===== src/assert_macros.svh =====
// ----------------------------------------------------------------------------
// assert_macros: shared assertion shorthands
// ----------------------------------------------------------------------------
`ifndef ASSERT_MACROS_SVH
`define ASSERT_MACROS_SVH

// antecedent implies consequent in the same cycle
`define RME_ASSERT_IMP(lbl, clk, rst_n, ante, cons) \
	lbl: assert property (@(posedge clk) disable iff (!rst_n) (ante) |-> (cons)) \
		else $error("assertion failed");

// antecedent implies consequent in the next cycle
`define RME_ASSERT_NEXT(lbl, clk, rst_n, ante, cons) \
	lbl: assert property (@(posedge clk) disable iff (!rst_n) (ante) |=> (cons)) \
		else $error("assertion failed");

`endif


===== src/rme_pkg.sv =====
// ----------------------------------------------------------------------------
// rme_pkg
// Types, constants and helpers of the rotation matrix to euler block.
// ----------------------------------------------------------------------------
`default_nettype none

package rme_pkg;

	localparam int IN_W              = 16;
	localparam int ANG_W             = 16;
	localparam int EPS_W             = 15;
	localparam int CODE_W            = 2;
	localparam int XY_W              = 20;
	localparam int Z_W               = 22;
	localparam int Q12_W             = Z_W - 4;
	localparam int SUM_W             = Q12_W + 2;
	localparam int N_W               = 29;
	localparam int SQRT_STEPS        = 15;
	localparam int LANES             = 6;
	localparam int TAB_LEN           = 24;
	localparam int CORDIC_STAGES_DEF = 14;
	localparam int ADDR_W            = 2;
	localparam int DATA_W            = 32;

	localparam int PI_Q16      = 205887;
	localparam int HALF_PI_Q16 = 102944;
	localparam int ONE_Q14     = 16384;

	localparam logic [ADDR_W-1:0] ADDR_EPS  = ADDR_W'(0);
	localparam logic [EPS_W-1:0]  EPS_RESET = EPS_W'(1);

	localparam logic signed [ANG_W-1:0] Y_LOCK_M = ANG_W'((HALF_PI_Q16 + 8) >>> 4);
	localparam logic signed [ANG_W-1:0] Y_LOCK_P = ANG_W'((-HALF_PI_Q16 + 8) >>> 4);

	// cordic lanes
	localparam int LANE_ASIN = 0;
	localparam int LANE_X1   = 1;
	localparam int LANE_Z1   = 2;
	localparam int LANE_X2   = 3;
	localparam int LANE_Z2   = 4;
	localparam int LANE_LOCK = 5;

	typedef enum logic [CODE_W-1:0] {
		CASE_GEN1   = 2'd0,
		CASE_GEN2   = 2'd1,
		CASE_LOCK_M = 2'd2,
		CASE_LOCK_P = 2'd3
	} case_t;

	typedef struct packed {
		logic signed [IN_W-1:0] r11;
		logic signed [IN_W-1:0] r12;
		logic signed [IN_W-1:0] r13;
		logic signed [IN_W-1:0] r21;
		logic signed [IN_W-1:0] r23;
		logic signed [IN_W-1:0] r31;
		logic signed [IN_W-1:0] r33;
		case_t                  code;
	} mat_t;

	typedef struct packed {
		logic [N_W-1:0]         n;
		logic [N_W-1:0]         res;
		logic signed [IN_W-1:0] s;
		mat_t                   m;
	} sq_t;

	typedef struct packed {
		logic                   zero;
		logic signed [XY_W-1:0] x;
		logic signed [XY_W-1:0] y;
		logic signed [Z_W-1:0]  z;
	} lane_t;

	function automatic logic signed [Z_W-1:0] atan_tab(input int i);
		logic signed [Z_W-1:0] r;
		case (i)
			0:  r = Z_W'(51472);
			1:  r = Z_W'(30386);
			2:  r = Z_W'(16055);
			3:  r = Z_W'(8150);
			4:  r = Z_W'(4091);
			5:  r = Z_W'(2047);
			6:  r = Z_W'(1024);
			7:  r = Z_W'(512);
			8:  r = Z_W'(256);
			9:  r = Z_W'(128);
			10: r = Z_W'(64);
			11: r = Z_W'(32);
			12: r = Z_W'(16);
			13: r = Z_W'(8);
			14: r = Z_W'(4);
			15: r = Z_W'(2);
			16: r = Z_W'(1);
			default: r = '0;
		endcase
		return r;
	endfunction

	function automatic logic signed [XY_W-1:0] sx(input logic signed [IN_W-1:0] v);
		return {{(XY_W-IN_W){v[IN_W-1]}}, v};
	endfunction

	// fold the left half plane over before the rotations
	function automatic lane_t prerot(input logic signed [XY_W-1:0] y,
			input logic signed [XY_W-1:0] x);
		lane_t r;
		r.zero = (x == '0) && (y == '0);
		if (x[XY_W-1]) begin
			r.x = -x;
			r.y = -y;
			r.z = y[XY_W-1] ? -Z_W'(PI_Q16) : Z_W'(PI_Q16);
		end else begin
			r.x = x;
			r.y = y;
			r.z = '0;
		end
		return r;
	endfunction

	// q.16 to q6.12, round half up
	function automatic logic signed [Q12_W-1:0] to_q12(input logic signed [Z_W-1:0] v);
		logic signed [Z_W-1:0] t;
		t = v + Z_W'(8);
		return Q12_W'(t >>> 4);
	endfunction

endpackage

`default_nettype wire


===== src/rme_cordic_cell.sv =====
// ----------------------------------------------------------------------------
// rme_cordic_cell
// One vectoring cordic rotation of one lane, registered.
// ----------------------------------------------------------------------------
`default_nettype none

module rme_cordic_cell #(
	parameter int STAGE = 0
) (
	input  wire logic          clk,
	input  wire logic          ce,
	input  wire rme_pkg::lane_t d,
	output rme_pkg::lane_t     q
);

	localparam logic signed [rme_pkg::Z_W-1:0] TAB = rme_pkg::atan_tab(STAGE);

	rme_pkg::lane_t nxt;
	logic signed [rme_pkg::XY_W-1:0] xs;
	logic signed [rme_pkg::XY_W-1:0] ys;

	always_comb begin
		xs = d.x >>> STAGE;
		ys = d.y >>> STAGE;
		nxt.zero = d.zero;
		if (!d.y[rme_pkg::XY_W-1]) begin
			nxt.x = d.x + ys;
			nxt.y = d.y - xs;
			nxt.z = d.z + TAB;
		end else begin
			nxt.x = d.x - ys;
			nxt.y = d.y + xs;
			nxt.z = d.z - TAB;
		end
	end

	always_ff @(posedge clk) begin
		if (ce) begin
			q <= nxt;
		end
	end

endmodule

`default_nettype wire


===== config.mk =====
export PLATFORM = sky130hd
export DESIGN_NAME = rme_cordic_cell
export DESIGN_NICKNAME = d
export VERILOG_FILES = /design/src/assert_macros.svh /design/src/rme_pkg.sv /design/src/rme_cordic_cell.sv
export SDC_FILE = /design/constraint.sdc
export NUM_CORES = 1
export LEC_CHECK = 0
export ABC_AREA = 0
export BUFFER_PORTS_ARGS = -buffer_cell sky130_fd_sc_hd__buf_2
export CORE_ASPECT_RATIO = 1.5
export CORE_MARGIN = 2
export CORE_UTILIZATION = 50
export DETAILED_ROUTE_END_ITERATION = 6
export PLACE_DENSITY = 0.74
export RECOVER_POWER = 100
export SYNTH_ARGS = -nofsm -noshare
export SYNTH_HDL_FRONTEND = slang
export SYNTH_SLANG_ARGS = --single-unit

===== constraint.sdc =====
create_clock -name clk -period 6.6 [get_ports clk]
set_clock_uncertainty 0.2 [all_clocks]
set_input_delay 0.99 -clock clk [delete_from_list [all_inputs] [get_ports clk]]
set_output_delay 0.99 -clock clk [all_outputs]
set_load 0.01 [all_outputs]

Word level (Yosys, flattened, before mapping):

Index checks and enable logic that the tools add are counted.

* bits in registers: 63
* latch bits: 0
* RAM bits: 0
* memory bits (read-only): 0
* bits of input ports: 65
* output and inout bits: 63
* logic and storage cells: 10
* memories kept: 0

* $add $sub $neg: 5
* multipliers: 0
* divide/modulo/power cells: 0
* magnitude comparators: 0
* equality and inequality tests: 0
* shift-type cells: 0
* muxes and demuxes: 1
* bitwise operators: 0
* reductions and logical operators: 0

Operator list (count)
* 62-bit 2-to-1 mux: 1
* 20-bit subtractor: 2
* 22-bit by 17-bit adder with 22-bit output (second input constant): 1
* 22-bit by 17-bit subtractor with 22-bit output (second input constant): 1
* 20-bit adder: 1

Longest topological paths before layout:

Gate-level depths: netlist of run 1.

* depth after elaboration: 2
* gate-level depth with buffers: 11
* mapped depth without buffers: 10

Worst setup path after synthesis of run 1:

No wires, ideal clock.

* kind: input -> register
* start: in d[41] (netlist bit)
* end: reg q[20] (netlist bit) (data pin)
* data arrival time: 3.364 ns
* slack: 2.778 ns
* stages on the path: 11
* path buffers: 2
* cells stage by stage: inv_1 clkbuf_1 clkbuf_1 ha_1 a21o_1 a221oi_2 nor4b_1 o41ai_1 nand3b_1 a31oi_1 xnor2_1

RTL lines
* start, declared: line rme_cordic_cell.sv:12 `input wire rme_pkg::lane_t d,`
* end signal, assigned: line rme_cordic_cell.sv:39 `q <= nxt;`
* end, declared: line rme_cordic_cell.sv:13 `output rme_pkg::lane_t q`

==> impl_metrics.ini, run 1 <==
[setup_path]
startpoint = d[41]
required_ps = 6460
crit_arrival_ps = 5070
critPathSlowestCell = clkbuf_1
worstPathCellList = buf_2, buf_4, inv_1, clkbuf_1, ha_1, a21o_1, a221oi_1, nor4b_1, o41ai_1, nand2b_1, a21oi_1, xnor2_1
crit_type = in2reg
cp_slowest_stage_delay_ps = 1160
critPathLaunchType = input port
cp-end-kind = register
cp_max_fo = 64

[final_layout]
largest_register_ffs = 62
fin_util_pct = 58.7
fin_nets = 895
top_regs = q x62
diodes = 0
fin_area_um2 = 6690
top_register = q
drive_gt1_share_pct = 10.8
layout-area-overhead-vs-synth_pct = 15.6

[pwr]
seqPwrFrac_pct = 36.4
clkPwrFrac_pct = 30.2
p_sw_uw = 485
combPwrFrac_pct = 33.4
peakVddDrop_mv = 0.103
powerDensity_nw_per_um2 = 222
power.leakage_uw = 0.00290
cell_internal_pwr_uw = 999
switching_share_pct = 32.7
total_power_uw = 1480

[global_route]
antenna_found_initial = 0
gr-total-overflow = 0
grt_max_degree = 65
grtUsageTotal_pct = 24.0
grt_pass1_vias = 4889
grt_pass1_wl_mm = 24.0

[status]
status = complete, but fails checks
violations = max-capacitance violations, max-slew violations

[synthesis]
ys_types = 62
syn_nets = 780
netlist_instances = 631
yosysWarnings = 0
synth_area_um2 = 5790
ys_seq_area_share_pct = 32.2
ys_ff_latch = 62
async_reset_ff_share_pct = 0
synth_edf_count = 62
synth_area_per_cell_um2 = 9.18
synthFlopType = edfxtp_1

[route]
wirelength_mm = 15.1
drtIter0Drc = 373
ant_nets = 0
vias = 5176
dr.pass1.iters = 4
post_drt_wl_per_cell_um = 16.7
drt-vias-per-instance = 5.74
drc = 0

[sta]
setup_viol = 0
fin_crit_sh_pct = 78.9
fmax_ghz = 0.192
post-route-min-period_ps = 5210
slew_violations = 98
hold_viol = 0
rsz0062_at_grt = no
worst_hold_slack_ps = 638
finalSetupTns_ps = 0
worst_slew_pin_slew_ps = 3200
slew-limit-headroom_pct = -114

[clock_network]
htreeDepth = 3
post-cts-setup-buffers = 0
cts_buffers = 9
cts.sinks = 62
cts_max_path_buffers = 2
postCtsHoldBufs = 0
path_clk_slew_ps = 50
root_buffer = clkbuf_16
postCtsResizedCells = 0
cts_tree = built

[die]
start_util_pct = 50.7
boundaryPins = 128
die_h_um = 136
die-area_um2 = 12500
die_w_um = 91.9
core_area_um2 = 11400
rows = 48

[placed_design]
place.port_buffers = 127
place_area_um2 = 6520
gp_congestion = 0.969
dp_hpwl_mm = 11.8

[flow_run]
max_cap_viol_count = 3

[min_path]
hold_path_class = in2reg
min_from = d[0]
[worst max-delay path, delay by kind of cell]
kind | cells | cell delay [ps]
AO/OA/AOI/OAI | 4 | 1460
buffers and inverters | 4 | 1700
adder cells (fa/ha/maj) | 1 | 490
AND/OR/NAND/NOR | 2 | 290
XOR/XNOR | 1 | 100
[through the flow]
step | instances | worst slack, ps
finish | 901 | 1390
global route | 901 | 1180
detailed placement | 885 | 2180
CTS | 901 | 2520
floorplan | 631 | 2780
global placement | 885 | 2250
[power groups by stage]
stage | Combinational [uW] | Sequential [uW] | Clock (uW)
floorplan | 302 | 578 | 0
global placement | 501 | 542 | 0
detailed placement | 510 | 544 | 0
CTS | 513 | 536 | 457
global route | 545 | 545 | 474
finish | 496 | 540 | 448
[cells in the final DEF, fill, tap and decap left out, drive strengths merged, types with 5 or more instances in the layout]
cell and count:
ha 80, clkbuf 80, a21oi 67, inv 63, edfxtp 62, buf 59
xnor2 47, o21ai 45, nand2 33, nor2 32, a21o 17, nor3 14
o31ai 11, nand2b 10, nand4 9, o21bai 9, nand3 8, o21a 8
a211oi 7, xor2 6, mux2i 6, nor4 5, clkinv 5
[synthesized netlist by cell type (7+ instances only)]
cell type	instances	area share (%)
ha_1	80	17
a21oi_1	66	5.7
edfxtp_1	62	32
inv_1	57	3.7
xnor2_1	47	7.1
nand2_1	33	2.1
nor2_1	32	2.1
o21ai_0	31	2.7
a21o_1	17	2.2
nor3_1	14	1.2
o21ai_1	14	1.2
clkbuf_1	13	0.84
nand2b_1	10	1.1
nand4_1	9	0.97
o21bai_1	9	1.2
o31ai_1	9	1.2
nand3_1	8	0.69
o21a_1	8	1.0
a211oi_1	7	0.91
buf_2	7	0.60
[kinds of logic after synthesis]
kind of cell | Yosys count | synth area share, %
DFF | 62 | 32.2
xor gates and xnor gates | 53 | 8.02
buffers and inverters | 89 | 6.05
adders and majority gates | 84 | 18.7
and+or+nand+nor | 131 | 11.1
AOI/OAI and AO/OA | 206 | 23.0
muxes | 6 | 1.04
[path summary, 6_finish.rpt]
check | endpoint | slack, ps | depth (start not counted)
max | q[18]$_DFFE_PP_ | 1390 | 12
min | q[0]$_DFFE_PP_ | 640 | 1
[per-layer routing]
metal | global-route usage [%] | wire, um
met1 | 29.2 | 6120
met5 | 0 | 0
met2 | 42.8 | 7620
met3 | 3.34 | 976
met4 | 9.20 | 362
[cell type report]
| type | instances | area [um^2] |
|---|---|---|
| clock buffer | 9 | 225 |
| clock inverter | 7 | 65.1 |
| fill | 1072 | 4720 |
| inverter | 63 | 236 |
| multi-input combinational | 480 | 3550 |
| sequential | 62 | 1860 |
| tap | 150 | 188 |
| timing repair buffer | 130 | 564 |
Power figures use the tool's default switching activity.
==> inputs of run 2 (changes only) <==
ABC_AREA = 1   (was 0)
PLACE_DENSITY = 0.76   (was 0.74)
clock period = 4.3 ns   (was 6.6 ns; I/O delays follow)
==> impl_metrics.ini, run 2 <==
[status]
status = complete, but fails checks
violations = max-capacitance violations, max-slew violations

[setup_path]
startpoint = ce
crit_arrival_ps = 3020
required_ps = 4060
cp_slowest_stage_delay_ps = 1760
worstPathCellList = clkbuf_1, clkbuf_1
crit_type = in2reg
endpoint = q[41]$_DFFE_PP_
critPathSlowestCell = clkbuf_1
cp_common_cell = clkbuf_1
cp-end-kind = register
cp.depth = 2
cp_top_family = buffers and inverters
path_buf_inv = 2
cp_max_fo = 44
critPathLaunchType = input port

[clock_network]
cts_max_path_buffers = 2
cts_tree = built
post-cts-setup-buffers = 0
postCtsResizedCells = 0
root_buffer = clkbuf_16
postCtsHoldBufs = 0
cts_buffers = 9
path_clk_slew_ps = 50
cts.sinks = 62
htreeDepth = 3

[die]
boundaryPins = 128
die_h_um = 146
die_w_um = 98.7
core_area_um2 = 13100
rows = 51
die-area_um2 = 14400
start_util_pct = 51.4

[pwr]
power.leakage_uw = 0.00392
peakVddDrop_mv = 0.164
switching_share_pct = 35.1
combPwrFrac_pct = 34.5
p_sw_uw = 834
seqPwrFrac_pct = 33.7
powerDensity_nw_per_um2 = 312
total_power_uw = 2380
cell_internal_pwr_uw = 1550
clkPwrFrac_pct = 31.8

[synthesis]
netlist_instances = 970
synth_area_um2 = 6720
synth_top_area_cell = edfxtp_1
synth_edf_count = 62
netlist_top_cells_area = edfxtp_1 28%, nand2_1 17%, ha_1 15%
ys_ff_latch = 62
syn_nets = 1119
ys_seq_area_share_pct = 27.7
synth_top_area_share_pct = 27.7
synthFlopType = edfxtp_1
ys_types = 36
async_reset_ff_share_pct = 0
synth_area_per_cell_um2 = 6.93
synth_most_common_cell = nand2_1
yosysWarnings = 0
yosys-top-cells-count = 305 x nand2_1, 138 x inv_1, 99 x nand3_1

[route]
route.met2.wl_mm = 9.28
drtIter0Drc = 479
wl_met1_mm = 6.81
top_layer = met4
wirelength_mm = 18.0
drc = 0
ant_nets = 0
vias = 6767
drt-vias-per-instance = 5.41
wl_met3_mm = 1.06
post_drt_wl_per_cell_um = 14.4
dr.pass1.iters = 5

[final_layout]
multi_input_area_um2 = 4150
layout-area-overhead-vs-synth_pct = 13.4
mostFrequentLayoutCell = nand2_1
largest_register_ffs = 62
fillers = 1287
regArea_um2 = 1860
top_register = q
diodes = 0
drive_gt1_share_pct = 9.35
fin_nets = 1236
final_cell_mix = 306 x nand2_1, 138 x inv_1, 99 x nand3_1, 80 x ha_1, 71 x clkbuf_1
top_regs = q x62

[sta]
slew_violations = 81
rsz0062_at_grt = no
fmax_ghz = 0.307
slew-limit-headroom_pct = -68.7
fin_crit_sh_pct = 75.8
finalSetupTns_ps = 0
setup_viol = 0
worst_slew_pin_slew_ps = 2530
post-route-min-period_ps = 3260
hold_viol = 0

[global_route]
antenna_found_initial = 0
gr-total-overflow = 0
grtUsageTotal_pct = 24.3
grt_pass1_wl_mm = 28.4
grt_max_degree = 45
grt_pass1_vias = 6344

[placed_design]
dp_hpwl_mm = 14.3
gp_congestion = 0.969
place.port_buffers = 127

[flow_run]
max_cap_viol_count = 2

[min_path]
hold_path_class = in2reg
min_from = d[62]
run 2: final cells by class:
class	count	share of cell area, %
Multi-Input combinational cell	741	54.5
Sequential cell	62	24.4
Timing Repair Buffer	131	7.47
Inverter	142	7.00
Clock buffer	9	2.96
Tap cell	159	2.61
Clock inverter	6	1.02
run 2: power by group through the flow:
stage	clock, uW	sequential [uW]	combinational [uW]
2_1_floorplan	0	858	522
6_report	757	803	820
4_1_cts	765	800	834
3_5_place_dp	0	811	829
3_3_place_gp	0	810	817
5_1_grt	788	810	912
run 2: worst min path at each step:
stage	endpoint	slack, ps	depth (start not counted)
after floorplan	q[0]$_DFFE_PP_	540	0
after global placement	q[0]$_DFFE_PP_	620	1
after detailed placement	q[62]$_DFFE_PP_	620	1
after CTS	q[62]$_DFFE_PP_	280	1
after global routing	q[2]$_DFFE_PP_	290	1
final	q[62]$_DFFE_PP_	290	1
run 2: cell families after synthesis:
| family | synth area share (%) |
|---|---|
| AO/OA/AOI/OAI | 10.5 |
| AND/OR/NAND/NOR | 32.1 |
| flip-flops | 27.7 |
| XOR/XNOR | 3.13 |
| adder cells (fa/ha/maj) | 16.1 |
| buffers and inverters | 10.4 |
run 2: metal layers:
layer / vias to the layer above / global-route usage [%]
met5: - / 0
met4: 0 / 13.4
met3: 67 / 2.93
met2: 284 / 44.9
met1: 3032 / 26.2
li1: 3384 / -
run 2: stage by stage:
step                area (um^2)  hold slack (ps)  instances  utilization (%)  worst slack, ps
floorplan                  6720              544        970                -             1560
global placement           7420              621       1235             56.7             1090
detailed placement         7420              624       1235             56.7             1030
CTS                        7720              280       1250             59.0             1370
global route               7620              285       1250             58.2              812
finish                     7620              287       1250             58.2             1040
