--- src/assert_macros.svh ---
// ----------------------------------------------------------------------------
// assert_macros: shared assertion shorthands
// ----------------------------------------------------------------------------
`ifndef ASSERT_MACROS_SVH
`define ASSERT_MACROS_SVH

// antecedent implies consequent in the same cycle
`define RME_ASSERT_IMP(lbl, clk, rst_n, ante, cons) \
	lbl: assert property (@(posedge clk) disable iff (!rst_n) (ante) |-> (cons)) \
		else $error("assertion failed");

// antecedent implies consequent in the next cycle
`define RME_ASSERT_NEXT(lbl, clk, rst_n, ante, cons) \
	lbl: assert property (@(posedge clk) disable iff (!rst_n) (ante) |=> (cons)) \
		else $error("assertion failed");

`endif

--- src/rme_pkg.sv ---
// ----------------------------------------------------------------------------
// rme_pkg
// Types, constants and helpers of the rotation matrix to euler block.
// ----------------------------------------------------------------------------
`default_nettype none

package rme_pkg;

	localparam int IN_W              = 16;
	localparam int ANG_W             = 16;
	localparam int EPS_W             = 15;
	localparam int CODE_W            = 2;
	localparam int XY_W              = 20;
	localparam int Z_W               = 22;
	localparam int Q12_W             = Z_W - 4;
	localparam int SUM_W             = Q12_W + 2;
	localparam int N_W               = 29;
	localparam int SQRT_STEPS        = 15;
	localparam int LANES             = 6;
	localparam int TAB_LEN           = 24;
	localparam int CORDIC_STAGES_DEF = 14;
	localparam int ADDR_W            = 2;
	localparam int DATA_W            = 32;

	localparam int PI_Q16      = 205887;
	localparam int HALF_PI_Q16 = 102944;
	localparam int ONE_Q14     = 16384;

	localparam logic [ADDR_W-1:0] ADDR_EPS  = ADDR_W'(0);
	localparam logic [EPS_W-1:0]  EPS_RESET = EPS_W'(1);

	localparam logic signed [ANG_W-1:0] Y_LOCK_M = ANG_W'((HALF_PI_Q16 + 8) >>> 4);
	localparam logic signed [ANG_W-1:0] Y_LOCK_P = ANG_W'((-HALF_PI_Q16 + 8) >>> 4);

	// cordic lanes
	localparam int LANE_ASIN = 0;
	localparam int LANE_X1   = 1;
	localparam int LANE_Z1   = 2;
	localparam int LANE_X2   = 3;
	localparam int LANE_Z2   = 4;
	localparam int LANE_LOCK = 5;

	typedef enum logic [CODE_W-1:0] {
		CASE_GEN1   = 2'd0,
		CASE_GEN2   = 2'd1,
		CASE_LOCK_M = 2'd2,
		CASE_LOCK_P = 2'd3
	} case_t;

	typedef struct packed {
		logic signed [IN_W-1:0] r11;
		logic signed [IN_W-1:0] r12;
		logic signed [IN_W-1:0] r13;
		logic signed [IN_W-1:0] r21;
		logic signed [IN_W-1:0] r23;
		logic signed [IN_W-1:0] r31;
		logic signed [IN_W-1:0] r33;
		case_t                  code;
	} mat_t;

	typedef struct packed {
		logic [N_W-1:0]         n;
		logic [N_W-1:0]         res;
		logic signed [IN_W-1:0] s;
		mat_t                   m;
	} sq_t;

	typedef struct packed {
		logic                   zero;
		logic signed [XY_W-1:0] x;
		logic signed [XY_W-1:0] y;
		logic signed [Z_W-1:0]  z;
	} lane_t;

	function automatic logic signed [Z_W-1:0] atan_tab(input int i);
		logic signed [Z_W-1:0] r;
		case (i)
			0:  r = Z_W'(51472);
			1:  r = Z_W'(30386);
			2:  r = Z_W'(16055);
			3:  r = Z_W'(8150);
			4:  r = Z_W'(4091);
			5:  r = Z_W'(2047);
			6:  r = Z_W'(1024);
			7:  r = Z_W'(512);
			8:  r = Z_W'(256);
			9:  r = Z_W'(128);
			10: r = Z_W'(64);
			11: r = Z_W'(32);
			12: r = Z_W'(16);
			13: r = Z_W'(8);
			14: r = Z_W'(4);
			15: r = Z_W'(2);
			16: r = Z_W'(1);
			default: r = '0;
		endcase
		return r;
	endfunction

	function automatic logic signed [XY_W-1:0] sx(input logic signed [IN_W-1:0] v);
		return {{(XY_W-IN_W){v[IN_W-1]}}, v};
	endfunction

	// fold the left half plane over before the rotations
	function automatic lane_t prerot(input logic signed [XY_W-1:0] y,
			input logic signed [XY_W-1:0] x);
		lane_t r;
		r.zero = (x == '0) && (y == '0);
		if (x[XY_W-1]) begin
			r.x = -x;
			r.y = -y;
			r.z = y[XY_W-1] ? -Z_W'(PI_Q16) : Z_W'(PI_Q16);
		end else begin
			r.x = x;
			r.y = y;
			r.z = '0;
		end
		return r;
	endfunction

	// q.16 to q6.12, round half up
	function automatic logic signed [Q12_W-1:0] to_q12(input logic signed [Z_W-1:0] v);
		logic signed [Z_W-1:0] t;
		t = v + Z_W'(8);
		return Q12_W'(t >>> 4);
	endfunction

endpackage

`default_nettype wire

--- src/rme_sqrt_cell.sv ---
// ----------------------------------------------------------------------------
// rme_sqrt_cell
// One digit step of the integer square root, registered.
// ----------------------------------------------------------------------------
`default_nettype none

module rme_sqrt_cell #(
	parameter int K = 0
) (
	input  wire logic         clk,
	input  wire logic         ce,
	input  wire rme_pkg::sq_t d,
	output rme_pkg::sq_t      q
);

	localparam logic [rme_pkg::N_W-1:0] BIT = rme_pkg::N_W'(1) << (2 * K);

	rme_pkg::sq_t nxt;
	logic [rme_pkg::N_W-1:0] trial;

	always_comb begin
		nxt = d;
		trial = d.res + BIT;
		if (d.n >= trial) begin
			nxt.n = d.n - trial;
			nxt.res = (d.res >> 1) + BIT;
		end else begin
			nxt.res = d.res >> 1;
		end
	end

	always_ff @(posedge clk) begin
		if (ce) begin
			q <= nxt;
		end
	end

endmodule

`default_nettype wire

--- config.mk ---
export PLATFORM = sky130hd
export DESIGN_NAME = rme_sqrt_cell
export DESIGN_NICKNAME = d
export VERILOG_FILES = /design/src/assert_macros.svh /design/src/rme_pkg.sv /design/src/rme_sqrt_cell.sv
export SDC_FILE = /design/constraint.sdc
export NUM_CORES = 1
export LEC_CHECK = 0
export ABC_AREA = 0
export CAP_MARGIN = 15
export CORE_AREA = 5 5 146 148
export DETAILED_ROUTE_END_ITERATION = 8
export DIE_AREA = 0 0 151 153
export DONT_BUFFER_PORTS = 1
export SYNTH_ARGS = -nofsm -noshare
export SYNTH_HDL_FRONTEND = slang
export SYNTH_SLANG_ARGS = --single-unit
export TNS_END_PERCENT = 1
--- constraint.sdc ---
create_clock -name clk -period 7 [get_ports clk]
set_input_delay 0.35 -clock clk [delete_from_list [all_inputs] [get_ports clk]]
set_output_delay 0.35 -clock clk [all_outputs]
set_load 0.01 [all_outputs]
; ---- Word-level counts from Yosys, hierarchy flattened
; Index checks and enable logic that the tools add are counted.
[op_classes]
add_sub_neg = 3
magnitude_cmp = 1
mux = 2
[ops]
columns = cell, n
row1 = 28-bit by 1-bit adder with 29-bit output (second input constant), 1
row2 = 29-bit by 1-bit adder with 29-bit output (second input constant), 1
row3 = 29-bit >= comparator, 1
row4 = 29-bit two-way mux, 1
row5 = 29-bit subtractor, 1
row6 = 28-bit two-way mux, 1
[word_totals]
regBits = 188
input_bits = 190
output_inout_bits = 188
wordCells = 18

; ---- Longest topological paths before layout
; Gate-level depths: netlist of the first run.
[logic_depth]
depth_word = 3
depth_mapped = 21
depth_no_buf = 16

; ---- Worst setup path before layout of the first run
; No wires, ideal clock.
[synth_path]
path_type = input-to-reg
startpoint = input port d[131] (netlist name)
endpoint = register q[142] (netlist name) (data pin)
setup_time_ns = 0.258
arrival_time_ns = 3.878
required_ns = 6.742
path_slack_ns = 2.864
cell_stages = 21
path_buffers = 5
cell_sequence = ha_1 -> and3_1 -> and3_1 -> and3_1 -> and3_1 -> buf_2 -> and2_1 -> buf_2 -> nor2b_1 -> xnor2_1 -> ha_1 -> buf_2 -> and4_1 -> nand2_1 -> or4_1 -> o21ba_1 -> or3_1 -> buf_4 -> buf_6 -> nand4_1 -> xnor2_1
[synth_rtl]
columns = element, line_no
row1 = from (decl), rme_sqrt_cell.sv:12  ; input wire rme_pkg::sq_t d,
row2 = to (signal assigned), rme_sqrt_cell.sv:34  ; q <= nxt;
row3 = to (decl), rme_sqrt_cell.sv:13  ; output rme_pkg::sq_t q

==> metrics.txt, run 1 <==
maxcap violations=0; synth warn=0; Req. time, crit path=a little over 7000 ps; Avg WL per Cell=roughly 26 um; slowest CP cell=or4_1; final wirelength=around 28000 um; die width=approximately 150 um; drt pass-1 iters=5; critical path endpoint category=flop; first-pass GRT wire length=~40000 um; synth unique cells=60; PostCTS Resize Cnt=0; Largest regs=q: 188 flops; Vias/cell=roughly 5.6; CTS tree=done; max-slew violations=0; async set-reset flop share out of synthesis=0; Avg Inst Size Synth=between 10 and 15 um^2; Port Buffers=0; Yosys top cell area share=0.645; largest net degree at the start of global routing=around 190; core area=between 15000 and 20000 um^2; number of synthesized register bits=188; most frequent cell after synthesis=edfxtp_1; Pwr Total=~2.8 mW; Max Buffers Root-to-Sink=2; share of layout cells above drive strength 1=0.0571; crit-path most repeated cell=and3_1; gr usage total=0.232; clock root cell=clkbuf_16; Synth area leaders=edfxtp_1 65%, xnor2_1 4.5%, ha_1 4.4%, xor2_1 2.8%, a21oi_1 2.7%; critical path class=in -> reg; DIE AREA=roughly 23000 um^2; CTS Buf Count=17; post-synth top area cell=edfxtp_1; vias in the first global route=5973; Slew @ Worst Pin=between 600 and 700 ps; crit start category=primary input; routability cong.=0.854; Post-synth EDFFs=around 190; final period utilization=0.672; crit-path cells=ha_1 -> and3_1 -> and3_1 -> and3_1 -> and3_1 -> and2_1 -> nand3_1 -> xor2_1 -> ha_1 -> and3_2 -> nand3_1 -> or4_1 -> o21ba_1 -> or3_2 -> buf_4 -> nand4_1 -> xnor2_1; Syn Nets=891; Hold Path Class=in -> reg; # rows=52; initial antenna violation count=1; sequential fraction of the synthesis area=0.645; number of flip-flops in the largest register=roughly 190; Period minus WS final=~4700 ps; total negative slack=0 ps; synthesis-to-layout area growth=24.8%; post-route insts no fill=~1100; DP Worst Slack=1880 ps; Critical Path Fanout Max=29; synthesized netlist cell count=roughly 670; Post-DRT Antenna Nets=0; Biggest register=q; Final setup viols=0; Max Clock Freq=about 0.21 GHz; initial core utilization=0.439; peak supply drop=between 0.1 and 0.15 mV; total number of vias=slightly above 6000; worst stage delay on the critical path=about 470 ps; endpoints failing hold=0; DIE HEIGHT=roughly 150 um; Inst Count DP=between 900 and 1000; dominant synthesized flop cell=edfxtp_1; outcome=completed; slack of the critical path=approximately 2300 ps; Arr. time, crit path=between 4000 and 5000 ps; # DRC=0; Leak Pwr=approximately 3.9 nW; power per cell area=between 200 and 300 nW/um^2; io pins=~380; synthesized cell area=slightly below 9000 um^2; clock sinks=~190; DR iter-0 viols=roughly 360; HPWL Detailed=around 21000 um; clk slew on worst S/H paths=80 ps; WHS=approximately 28 ps; Max-slew headroom=0.544; synth cell count leaders=188 x edfxtp_1, 55 x nand2_1, 47 x a21oi_1, 45 x xnor2_1, 43 x nor2_1; H-tree levels=4; Total Nets Final=between 1000 and 1500; RSZ-0062 raised after global routing=false; gr ovfl total=0
==> kinds of logic (layout without fill, tap and decap cells) <==
family	Yosys count	in the layout	synth area share
fa+ha+maj	32	32	0.0466
other cells	0	1	0
buf+inv	42	179	0.0232
simple gates	206	206	0.117
xor+xnor	73	73	0.0731
mux	6	6	0.00729
compound gates	122	122	0.0878
flops	188	188	0.645
==> critical path: cells and delay by family <==
kind / cells / cell delay, ps
AND/OR/NAND/NOR: 11 / 2950
AO/OA/AOI/OAI: 1 / 260
XOR/XNOR: 2 / 340
adder cells (fa/ha/maj): 2 / 600
buffers and inverters: 1 / 360
==> cells in the final DEF, fill, tap and decap left out, drive strengths merged, types with 5 or more instances in the layout <==
cell type and count:
and4 6, a21oi 48, a21o 13, inv 24, nand4 18, o21ai 22
nand2b 5, xnor2 45, o21bai 5, o31ai 5, nor3 16, nand3 27
xor2 28, a211oi 6, nor2 43, dlygate4sd3 130, edfxtp 188, and3 14
ha 31, clkbuf 17, nand2 55
==> what timing repair did <==
action / CTS / global route
hold buffers: 121 / 9
endpoints found under the hold margin: 121 / 9
setup buffers: 0 / 0
endpoints found under the setup margin: 0 / 0
==> per-layer routing <==
metal  share of wire  GRT usage  up-vias  routed length [um]
met1            0.36      0.262     2972               10200
met5               0          0        -                   0
li1                -          -     2755                   -
met4           0.037     0.0941        0                1040
met2            0.51      0.403      280               14300
met3           0.088     0.0770       42                2460
==> cell type report <==
cell class / count / area [um^2]
clock inverter: 15 / 228
inverter: 14 / 52.6
antenna: 1 / 2.50
timing repair buffer: 133 / 1320
sequential: 188 / 5650
clock buffer: 17 / 425
multi-input combinational: 439 / 2910
fill: 1661 / 8990
tap: 270 / 338
==> final timing paths <==
check / startpoint / to / slack (ps) / cells after the start
worst max-delay path: d[131] / q[142]$_DFFE_PP_ / 2300 / 17
worst min-delay path: ce / q[105]$_DFFE_PP_ / 30 / 0
==> metrics by stage <==
step           area [um^2]   util
4_1_cts              10800  0.544
5_1_grt              10900  0.549
6_report             10900  0.549
3_5_place_dp          8960  0.450
2_1_floorplan         8750      -
3_3_place_gp          8960  0.450
==> report_power, final <==
part	leakage [nW]	switching [mW]	internal, mW
Combinational	1.78	0.169	0.150
Clock	0.315	0.499	0.536
Sequential	1.84	0.114	1.36
Note: power is estimated with default switching activity, not from simulation.
==> inputs of run 2 (changes only) <==
--- a/config.mk
+++ b/config.mk
@@ -5,11 +5,11 @@
 export SDC_FILE = /design/constraint.sdc
 export NUM_CORES = 1
 export LEC_CHECK = 0
-export ABC_AREA = 0
+export ABC_AREA = 1
 export CAP_MARGIN = 15
-export CORE_AREA = 5 5 146 148
+export CORE_AREA = 5 5 153 155
 export DETAILED_ROUTE_END_ITERATION = 8
-export DIE_AREA = 0 0 151 153
+export DIE_AREA = 0 0 158 160
 export DONT_BUFFER_PORTS = 1
 export SYNTH_ARGS = -nofsm -noshare
 export SYNTH_HDL_FRONTEND = slang
==> constraint.sdc (replaced) <==
create_clock -name clk -period 3.8 [get_ports clk]
set_input_delay 0.19 -clock clk [delete_from_list [all_inputs] [get_ports clk]]
set_output_delay 0.19 -clock clk [all_outputs]
set_load 0.01 [all_outputs]
==> run 2 against run 1 <==
- largest power group unchanged
- the flow now finishes with violations (negative hold slack)
- first-iteration DRC count rose by 42%
- die area rose by 9.4%
- worst hold slack got worse by 160 ps
- sequential share of layout area fell by 5.7 points
- final area rose by 12%
- setup slack got worse by 1700 ps
- non-clock buffer count rose by 36
==> metrics.txt, run 2 <==
crit-path cells=ha_1 -> nand2_1 -> nor2_1 -> nand2_1 -> nor2_2 -> nand3_1 -> nor2_1 -> nand2_1 -> xor2_1 -> ha_1 -> nand2_1 -> inv_1 -> nand2_1 -> inv_1 -> nand2_1 -> inv_2 -> nand2_1 -> nor2_1 -> nor2_1 -> nand2_2 -> buf_4 -> nand3_1 -> nand2_1; Max Clock Freq=about 0.31 GHz; DIE HEIGHT=160 um (+4.6%); DR iter-0 viols=515 (+42%); core area=21700 um^2 (+8.9%); total number of vias=7412 (+23%); clk slew on worst S/H paths=80 ps (about the same); outcome=finished, violations left; commonest cells after routing, fill and taps aside=372 x nand2_1, 188 x edfxtp_1, 163 x dlygate4sd3_1, 155 x inv_1, 70 x nor2_1; Post-synth EDFFs=188 (unchanged); clock sinks=188 (unchanged); synthesized netlist cell count=1032 (+54%); PostCTS Resize Cnt=0 (unchanged); dominant synthesized flop cell=edfxtp_1; # DRC=0 (unchanged); post-synthesis compound-gate area fraction=0.0224 (-0.0654); CTS Hold Bufs=163 (+35%); multi-input gate area in the final layout=3350 um^2 (+15%); Arr. time, crit path=3400 ps (-1480 ps); power per cell area=433 nW/um^2 (+67%); Biggest register=q; Yosys top cell area share=0.581 (-0.0643); synth warn=0 (unchanged); Hold Crit Start=ce; Req. time, crit path=3980 ps (-3200 ps); io pins=378 (unchanged); first-pass GRT wire length=44100 um (+12%); synthesized cell area=9720 um^2 (+11%); gr ovfl total=0 (unchanged); Avg Inst Size Synth=9.42 um^2 (-28%); CP startpoint=d[130]; slowest CP cell=ha_1; sequential fraction of the synthesis area=0.581 (-0.0643); Final setup viols=0 (unchanged); synth unique cells=29 (-52%); Port Buffers=0 (unchanged); die width=158 um (+4.6%); total negative slack=0 ps (unchanged); vias in the first global route=7319 (+23%); Vias/cell=4.94 (-12%); drt pass-1 iters=5 (unchanged); async set-reset flop share out of synthesis=0 (unchanged); critical path endpoint category=flop; clock root cell=clkbuf_16; HPWL Detailed=23000 um (+12%); Critical Path Fanout Max=16 (-45%); peak supply drop=0.259 mV (+86%); share of layout cells above drive strength 1=0.0402 (-0.0168); RSZ-0062 raised after global routing=false; routability cong.=0.947 (+11%); most frequent cell after synthesis=nand2_1; initial core utilization=0.448 (+0.00860); Largest regs=q: 188 flops; worst stage delay on the critical path=350 ps (-120 ps); Hold Path Class=in -> reg; Leak Pwr=5.37 nW (+37%); CTS Buf Count=17 (unchanged); maxcap violations=0 (unchanged); gr usage total=0.232 (-0.000814); WHS=-131 ps (-159 ps); synth cell count leaders=373 x nand2_1, 188 x edfxtp_1, 155 x inv_1, 70 x nor2_1, 63 x xor2_1; Slew @ Worst Pin=424 ps (-256 ps); Post-DRT Antenna Nets=0 (unchanged); Syn Nets=1254 (+41%); Synth area leaders=edfxtp_1 58%, nand2_1 14%, inv_1 6.0%, xor2_1 5.7%, ha_1 4.0%; Inst Count DP=1303 (+43%); FF+latch area=5650 um^2 (unchanged); final period utilization=0.847; Max Buffers Root-to-Sink=2 (unchanged); endpoints failing hold=36 (+36); # rows=54 (+3.8%); crit start category=primary input; crit-path most repeated cell=nand2_1; adder-cell share of the synthesized area=0.0420 (-0.00465); number of fill cells in the layout=1843 (+11%); Period minus WS final=3220 ps; multiplexer area fraction after synthesis=0 (-0.00729); post-synth top area cell=edfxtp_1; post-CTS setup buffer count=0 (unchanged); largest net degree at the start of global routing=189 (unchanged); number of flip-flops in the largest register=188 (unchanged); main combinational cell family by area after synthesis=simple AND/OR/NAND/NOR gates; Post-Synth XOR/XNOR Area=0.0586 (-0.0145); initial antenna violation count=1 (unchanged); synthesis-to-layout area growth=26.3%; failing checks=negative hold slack; DIE AREA=25300 um^2 (+9.4%); critical path class=in -> reg; Total Nets Final=1427 (+41%); number of synthesized register bits=188 (unchanged); Avg WL per Cell=20.2 um (-22%); max-slew violations=0 (unchanged); Max-slew headroom=0.717 (+0.174); post-route insts no fill=1499 (+39%); Synth Area in Simple Gates=0.221 (+0.105); most common cell after layout, fill and taps aside=nand2_1; final wirelength=30300 um (+8.1%); H-tree levels=4 (unchanged); CTS tree=done
run 2: cell count changes in the layout (fill, tap and decap cells not counted), sizes merged, moves of 6 or more:
cell and delta:
and3 -14, nand4 -6, inv +141, nand3 +18, xnor2 -43, a21o -13, and4 -6, a21oi -33
a211oi -6, nor2 +31, nand2 +320, xor2 +35, dlygate4sd3 +33
run 2: area by class of cell:
type / instances / share of cell area
tap: 280 / 0.0285
timing repair buffer: 169 / 0.139
multi-input combinational: 670 / 0.273
inverter: 159 / 0.0488
sequential: 188 / 0.460
antenna: 1 / 0.000204
clock buffer: 17 / 0.0347
clock inverter: 15 / 0.0167
run 2: worst max-delay path, delay by kind of cell:
| kind | cells | cell delay, ps |
|---|---|---|
| simple gates | 16 | 1970 |
| fa+ha+maj | 2 | 520 |
| buf+inv | 4 | 410 |
| xor+xnor | 1 | 280 |
run 2: final timing paths:
check	cells after the start	slack, ps	endpoint
setup / recovery	23	580	q[185]$_DFFE_PP_
hold / removal	0	-130	q[176]$_DFFE_PP_
run 2: cell families (layout without fill, tap and decap cells):
| group | count (synthesis) | in the layout |
|---|---|---|
| flops | 188 | 188 |
| simple gates | 530 | 530 |
| compound gates | 43 | 43 |
| other cells | 0 | 1 |
| buf+inv | 174 | 360 |
| fa+ha+maj | 32 | 32 |
| xor+xnor | 65 | 65 |
run 2: report_power, final:
group	total, mW	switching (mW)	leakage (nW)	internal [mW]
clock	1.84	0.927	0.303	0.914
combinational	0.731	0.421	3.23	0.310
sequential	2.74	0.211	1.84	2.53
run 2: routing by layer:
metal / up-vias / wire (um) / GRT usage
met1: 3429 / 11700 / 0.277
met5: - / 0 / 0
met4: 0 / 662 / 0.0644
li1: 3654 / - / -
met2: 294 / 15400 / 0.410
met3: 35 / 2500 / 0.0601
run 2: through the flow:
| stage | cell area (um^2) | power, mW | util | setup slack, ps |
|---|---|---|---|---|
| 3_5_place_dp | 10000 | 3.38 | 0.462 | 188 |
| 6_report | 12300 | 5.31 | 0.566 | 582 |
| 5_1_grt | 12300 | 5.56 | 0.566 | 320 |
| 4_1_cts | 12300 | 5.37 | 0.566 | 634 |
| 3_3_place_gp | 10000 | 3.37 | 0.462 | 178 |
| 2_1_floorplan | 9720 | 3.19 | - | 840 |
